[config.mk]
export PLATFORM = sky130hd
export DESIGN_NAME = mvsm_ctrl
export DESIGN_NICKNAME = d
export VERILOG_FILES = /design/src/design/mvsm_pkg.sv /design/src/design/mvsm_ctrl.sv
export SDC_FILE = /design/constraint.sdc
export NUM_CORES = 1
export LEC_CHECK = 0
export BUFFER_PORTS_ARGS = -buffer_cell sky130_fd_sc_hd__buf_4
export CAP_MARGIN = 20
export CORE_AREA = 2 2 39 41
export DETAILED_ROUTE_END_ITERATION = 10
export DIE_AREA = 0 0 41 43
export PLACE_DENSITY = 0.44
export SYNTH_ARGS = -nofsm -noshare
export SYNTH_HDL_FRONTEND = slang
export SYNTH_SLANG_ARGS = --single-unit
[constraint.sdc]
create_clock -name clk -period 1.25 [get_ports clk]
set_input_delay 0 -clock clk [delete_from_list [all_inputs] [get_ports clk]]
set_output_delay 0 -clock clk [all_outputs]
set_load 0.005 [all_outputs]
[src/design/mvsm_pkg.sv]
// Package for the multi-voice stereo mixer: command codes, FSM states, widths.
// No dependencies.
package mvsm_pkg;

  localparam int CMD_W = 3;
  localparam int VID_W = 6;
  localparam int SMP_W = 16;
  localparam int VOL_W = 16;
  localparam int FRM_W = 24;
  localparam int ACC_W = 40;
  localparam int OUT_LIMIT = 32767;

  typedef enum logic [2:0] {
    CMD_START   = 3'd0,
    CMD_SET_VOL = 3'd1,
    CMD_FADE    = 3'd2,
    CMD_PLAY    = 3'd3,
    CMD_QUERY   = 3'd4,
    CMD_SAMPLE  = 3'd5
  } cmd_t;

  typedef enum logic [2:0] {
    ST_IDLE,
    ST_READ,
    ST_EXEC,
    ST_DIV,
    ST_MIX,
    ST_OUT
  } state_t;

  // controller -> datapath
  typedef struct packed {
    logic load;
    logic rd;
    logic exec;
    logic div_start;
    logic mix;
    logic out_set;
  } dp_cmd_t;

  // datapath -> controller
  typedef struct packed {
    logic need_div;
    logic div_done;
  } dp_stat_t;

endpackage

[src/design/mvsm_ctrl.sv]
// Controller FSM for the mixer: sequences read, execute, fade divide, mix, output.
// Depends on mvsm_pkg.
module mvsm_ctrl (
  input  logic                clk,
  input  logic                rst_n,
  input  logic                in_valid,
  output logic                in_ready,
  output logic                out_valid,
  input  logic                out_ready,
  output mvsm_pkg::dp_cmd_t   cmd,
  input  mvsm_pkg::dp_stat_t  stat
);
  import mvsm_pkg::*;

  state_t state_r, state_nxt;

  always_ff @(posedge clk) begin
    if (!rst_n) state_r <= ST_IDLE;
    else        state_r <= state_nxt;
  end

  always_comb begin
    state_nxt = state_r;
    case (state_r)
      ST_IDLE: if (in_valid) state_nxt = ST_READ;
      ST_READ: state_nxt = ST_EXEC;
      ST_EXEC: state_nxt = stat.need_div ? ST_DIV : ST_MIX;
      ST_DIV:  if (stat.div_done) state_nxt = ST_MIX;
      ST_MIX:  state_nxt = ST_OUT;
      ST_OUT:  if (out_ready) state_nxt = ST_IDLE;
      default: state_nxt = ST_IDLE;
    endcase
  end

  always_comb begin
    cmd = '0;
    in_ready = 1'b0;
    out_valid = 1'b0;
    case (state_r)
      ST_IDLE: begin
        in_ready = 1'b1;
        cmd.load = in_valid;
      end
      ST_READ: cmd.rd = 1'b1;
      ST_EXEC: begin
        cmd.exec = 1'b1;
        cmd.div_start = stat.need_div;
      end
      ST_DIV: ;
      ST_MIX: begin
        cmd.mix = 1'b1;
        cmd.out_set = 1'b1;
      end
      ST_OUT: out_valid = 1'b1;
      default: ;
    endcase
  end
endmodule

==> After elaboration in Yosys (flattened, before gate mapping) <==
Index checks and enable logic that the tools add are counted.
W data, S select, Z words.
{ "classes": {"reduce_logical": 2, "eq_ne": 8, "muxes": 11} }
{ "op_table": {"columns": ["op", "count"], "rows": [
  ["$pmux W3 S6", 1],
  ["$mux W3", 4],
  ["$eq A3 B2 Y1 const B", 2],
  ["$eq A3 B3 Y1 const B", 2],
  ["$ne A2 B2 Y1 const B", 3],
  ["$mux W1", 4],
  ["$mux W2", 2],
  ["$eq A3 B1 Y1 const B", 1],
  ["$logic_not A3 Y1", 1],
  ["$reduce_and A3 Y1", 1]
]} }
{ "word_totals": {"input_bits": 6, "out_inout_bits": 8, "reg_bits": 3} }

==> Logic depth before layout (Yosys ltp) <==
Gate-level depths: netlist (run 1).
{ "logic_depth": {"ltp_word": 3, "depth_mapped": 4} }

==> Worst setup path before layout (run 1) <==
Ideal clock, no wire load.
{ "synth_timing": {"kind": "reg-to-reg", "start": "register state_r[1]", "end": "register state_r[2]", "period_less_slack_ns": 1.075, "t_arrival_ns": 0.989, "setup_slack_ns": 0.175, "path_stages_with_launch": 5, "n_path_buf": 1, "cell_sequence": "dfxtp_1 > buf_4 > nor3b_2 > a31oi_1 > a221oi_2"} }
{ "synth_between": {"elab_chain_cells": 3, "elab_cells_between_ends": 11} }
{ "synth_lines": {"columns": ["element", "line", "source"], "rows": [
  ["start: declaration", "mvsm_ctrl.sv:15", "state_t state_r, state_nxt;"],
  ["start signal: assignment", "mvsm_ctrl.sv:19", "else state_r <= state_nxt;"],
  ["$eq A3 B2 Y1 (tied with other cells)", "mvsm_ctrl.sv:24", "case (state_r)"],
  ["$ne A2 B2 Y1 (no line)", null, null],
  ["$reduce_and A3 Y1 (no line)", null, null]
]} }
Several ways; a longest one is shown, not always the timed one.
A chain may end at the register's enable or synchronous reset.

==> results of run 1 <==
==> cells by family after synthesis <==
logic type | count (synthesis) | synth area share (%)
buffers and inverters | 6 | 15.86
AND/OR/NAND/NOR | 18 | 46.70
AO/OA/AOI/OAI | 6 | 16.30
flip-flops | 3 | 21.15
==> path summary, 6_finish.rpt <==
kind	start	end	slack [ns]	cells past startpoint
setup / recovery	state_r[1]$_SDFFE_PN0P_	cmd[2]	0.13	4
hold / removal	rst_n	state_r[2]$_SDFFE_PN0P_	0.07	3
setup reg to reg	state_r[0]$_SDFFE_PN0P_	state_r[2]$_SDFFE_PN0P_	0.15	3
hold reg to reg	state_r[2]$_SDFFE_PN0P_	state_r[1]$_SDFFE_PN0P_	0.52	1
==> stage by stage <==
step	std cells	util (%)	total power, mW	instance area [um2]	hold WS (ns)
6_report	65	30.74	0.6517	425.4	0.06926
5_1_grt	65	30.74	0.7155	425.4	0.07478
4_1_cts	65	29.84	0.6415	412.9	0.07370
3_5_place_dp	61	27.94	0.4626	386.6	0.3032
3_3_place_gp	61	27.94	0.4647	386.6	0.3023
2_1_floorplan	33	-	0.3602	284.0	0.1103
==> what timing repair did <==
item,CTS,global route
resized for setup,0,4
endpoints found under the hold margin,0,0
endpoints found under the setup margin,0,8
==> layout make-up <==
class                      count  area (um2)  share of cell area (%)
sequential                     3       63.81                   15.00
inverter                       2       7.507                   1.765
timing repair buffer          16       120.1                   28.24
clock buffer                   4       26.28                   6.176
tap                           16       20.02                   4.706
multi-input combinational     24       187.7                   44.12
==> per-layer routing <==
metal | vias up | share of wire [%]
met3 | 2 | 7.2
li1 | 155 | -
met5 | - | 0
met1 | 123 | 44
met2 | 13 | 46
met4 | 0 | 2.8
==> power breakdown <==
part           leakage, nW  internal [mW]  switching (mW)
clock network       0.0150          0.120          0.0553
registers           0.0258          0.124          0.0628
logic                0.156          0.181           0.109
==> cell usage after synthesis (all sizes together) <==
cell type,count
a211oi,1
nor2,2
a221oi,1
nand2,2
a21o,1
or3,1
a21oi,1
and4bb,2
a31oi,1
nor4,2
and2,1
inv,2
and3,1
dfxtp,3
nor3,2
buf,4
nor3b,3
o21ai,1
nand2b,2
==> worst max-delay path: cells and delay by family, from the launching register on <==
kind | cells | cell delay [ns]
buffers and inverters | 2 | 0.27
AND/OR/NAND/NOR | 2 | 0.16
flip-flops | 1 | 0.45
==> summary.txt, run 1 <==
Fin. Hold Viols - 0
Max reg flops - 3
WL/cell - 9.415 um
GR peak layer - met1
Antenna viol nets, final - 0
GR Util met3 - 1.571%
Critical-path cell list - buf_4 > nand2_1 > nor2_1 > buf_4
CP Class - reg -> out
MaxCap Viol Count - 0
Most frequent cells in the layout - 16 x buf_4, 3 x clkbuf_4, 3 x dfxtp_2
Cells taking the most area after synthesis - dfxtp_1 21%, and4bb_1 8.8%, buf_6 7.9%
RSZ-0062 raised after global routing - no
Final WS setup - 0.1293 ns
Detailed Routing Iterations Pass 1 - 4
Met1 usage - 11.82%
Port buffer count - 13
Number of cells produced by synthesis - 33
Chip Width - 41 um
Initial Util - 20.52%
Initial antenna violation count - 0
CP peak stage delay - 0.45 ns
CTS root buf - clkbuf_4
Flops & latches, synth - 3
Filler instances - 160
Clk pin slew, worst setup/hold paths - 0.04 ns
Final Wtd Congestion - 0.7241
Post-Syn Area - 284.0 um2
Post-synthesis net count - 39
Row count - 14
Hold Path Class - in -> reg
Leading cell type in the layout, fill and taps excluded - buf_4
TritonCTS clock tree - done
Die area - 1763 um2
Fin crit share - 89.65%
Syn Area/Cell - 8.607 um2
Synth warn - 0
Area share of the largest cell type after synthesis - 21.15%
Area grow syn2layout - 49.78%
Crit path DAT - 1.12 ns
Ports - 14
CP max-delay cell - dfxtp_2
# diodes - 0
DR vias/cell - 4.508
CORE AREA - 1384 um2
Least-Margin Pin Slew - 0.2358 ns
Leakage - 0.1968 nW
Num CTS Buffers - 3
Worst-path fanout max - 12
Fin. max-slew vios - 0
Post-CTS setup buffer count - 0
Area leader, netlist - dfxtp_1
DRC - 0
Rel. slew slack - 84.16%
Worst Setup Start Kind - flip-flop
Grt ovf - 0
Fmax - 892.3 MHz
Final net count - 56
Cts hold-fix bufs - 0
CP endpoint kind - output pin
Clock tree buffer depth - 2
Netlist cell types - 23
Max VDD drop - 0.0003562 V
H-tree depth - 1
Final setup vio count - 0
Clock Skew - 0.008106 ns
Vias after detailed routing - 293
Vias in the first global route - 240
Overall die height - 43 um
GRT met2 Usage - 10.94%
Seq/Total Area, Yosys - 21.15%
First-pass GRT wire length - 1.000 mm
All-Layer GR Usage - 8.417%
Largest registers - state_r: 3 flops
Minimum clock period - 1.121 ns
Clk sinks - 3
Pre-CTS setup slack - 0.06748 ns
Layout cells sized above 1 - 53.06%
Largest net degree at the start of global routing - 13
Largest register by flop count - state_r
Critical Path RT - 1.25 ns
WL final - 612 um
Skew-Pair Late Insertion Delay - 0.24 ns
Pwr per Cell Area - 1532 nW/um2
Post-DP HPWL - 481.5 um
Status - finished, final reports clean
TNS Setup - 0 ns
DRT iter0 DRCs - 7
CP most frequent cell - buf_4
No activity file was read; power rests on OpenSTA's default activity.
==> inputs of run 2 (changes only) <==
SLEW_MARGIN = 20   (was unset)
clock period = 1.3 ns   (was 1.25 ns; I/O delays follow)
==> summary.txt, run 2 (synthesis gave the netlist of run 1 again) <==
CP Class - reg -> out
Pwr per Cell Area - 1481 nW/um2
Cts hold-fix bufs - 0
Fin crit share - 87.24%
Leading cell type in the layout, fill and taps excluded - buf_4
Worst-path fanout max - 12
Clock tree buffer depth - 2
Largest net degree at the start of global routing - 13
CP max-delay cell - dfxtp_2
Final net count - 55
Rel. slew slack - 83.41%
Die area - 1763 um2
Post-DP HPWL - 489.9 um
CP endpoint kind - output pin
Fin. Hold Viols - 0
Worst R2R Setup Slack - 0.19 ns
Critical path launch point - state_r[1]$_SDFFE_PN0P_
Layout cells sized above 1 - 52.08%
Worst r2r src - state_r[0]$_SDFFE_PN0P_
All-Layer GR Usage - 8.726%
MaxCap Viol Count - 0
Largest register by flop count - state_r
Num CTS Buffers - 3
CP endpoint - cmd[2]
Grt ovf - 0
TNS Setup - 0 ns
Top cell family by delay on the critical path - flip-flops
RSZ-0062 raised after global routing - no
# placed instances - 60
WL/cell - 10.08 um
Crit path DAT - 1.13 ns
Vias in the first global route - 256
Final Wtd Congestion - 0.7007
Worst Setup Start Kind - flip-flop
Leakage - 0.1912 nW
Final setup vio count - 0
Detailed Routing Iterations Pass 1 - 3
Final WS setup - 0.1659 ns
Max reg flops - 3
Chip Width - 41 um
Crit. path cell count - 4
WL final - 645 um
Antenna viol nets, final - 0
First-pass GRT wire length - 1.069 mm
Initial antenna violation count - 0
Finished Layout Cells - 64
Fmax - 881.8 MHz
Area grow syn2layout - 49.34%
Max VDD drop - 0.0003558 V
Hold path startpoint - rst_n
CTS root buf - clkbuf_4
Row count - 14
CORE AREA - 1384 um2
TritonCTS clock tree - done
Hold Path Class - in -> reg
Initial Util - 20.52%
DRT iter0 DRCs - 1
Critical-path cell list - buf_4 > nand2_1 > nor2_1 > buf_4
CP bufs+invs - 2
Final core utilization - 30.65%
Skew-Pair Late Insertion Delay - 0.23 ns
WHS - 0.06095 ns
Vias after detailed routing - 290
CP most frequent cell - buf_4
Least-Margin Pin Slew - 0.2489 ns
Port buffer count - 13
DR vias/cell - 4.531
H-tree depth - 1
Status - finished, final reports clean
Reg2Reg Depth - 3
Worst r2r dst - state_r[2]$_SDFFE_PN0P_
Critical Path RT - 1.30 ns
Largest registers - state_r: 3 flops
Clock Skew - 0.003256 ns
Most frequent cells in the layout - 15 x buf_4, 3 x clkbuf_4, 3 x dfxtp_2
Clk sinks - 3
Ports - 14
# diodes - 0
Clk pin slew, worst setup/hold paths - 0.04 ns
Fin. max-slew vios - 0
Overall die height - 43 um
CP peak stage delay - 0.46 ns
DRC - 0
Pre-CTS setup slack - 0.07031 ns
Minimum clock period - 1.134 ns
run 2: cell types whose count changed in the layout (fill, tap and decap cells not counted), sizes merged:
| cell | delta |
|---|---|
| buf | -1 |
run 2: cell type report:
class / count / area [um2]
flip-flops and latches: 3 / 63.81
inverters: 2 / 7.507
multi-input cells: 24 / 193.9
clock buffers: 4 / 26.28
repair buffers: 15 / 112.6
fillers: 158 / 959.7
well taps: 16 / 20.02
run 2: report_power, final:
part	switching, mW	total [mW]	leakage [nW]	internal (mW)
registers	0.0674	0.186	0.0258	0.119
clock network	0.0501	0.165	0.0150	0.115
logic	0.104	0.277	0.150	0.173
run 2: per-stage QoR:
step | power [mW] | area, um2
6_report | 0.6282 | 424.2
3_3_place_gp | 0.4384 | 379.1
5_1_grt | 0.6853 | 424.2
4_1_cts | 0.6063 | 405.4
2_1_floorplan | 0.3463 | 284.0
3_5_place_dp | 0.4372 | 379.1
run 2: worst min-delay path, stage by stage:
cell and delay, ns:
buf_4 0.11, inv_1 0.09, a221oi_2 0.05
run 2: timing repair:
item	in CTS	in global routing
endpoints found under the setup margin	0	4
resized for setup	0	5
setup buffers	0	0
run 2: worst min-delay path by stage:
stage / end / slack (ns) / depth (start not counted)
after global placement: cmd[5] / 0.30 / 3
final: state_r[2]$_SDFFE_PN0P_ / 0.06 / 3
after detailed placement: cmd[5] / 0.30 / 3
after global routing: state_r[2]$_SDFFE_PN0P_ / 0.08 / 3
after floorplan: cmd[5] / 0.11 / 1
after CTS: state_r[2]$_SDFFE_PN0P_ / 0.07 / 3
run 2: layer usage:
layer / track usage [%] / up-vias / share of wire, %
li1: - / 150 / -
met5: 0 / - / 0
met1: 11.86 / 120 / 40
met4: 6.000 / 0 / 4.8
met3: 0.5236 / 5 / 10
met2: 12.50 / 15 / 45
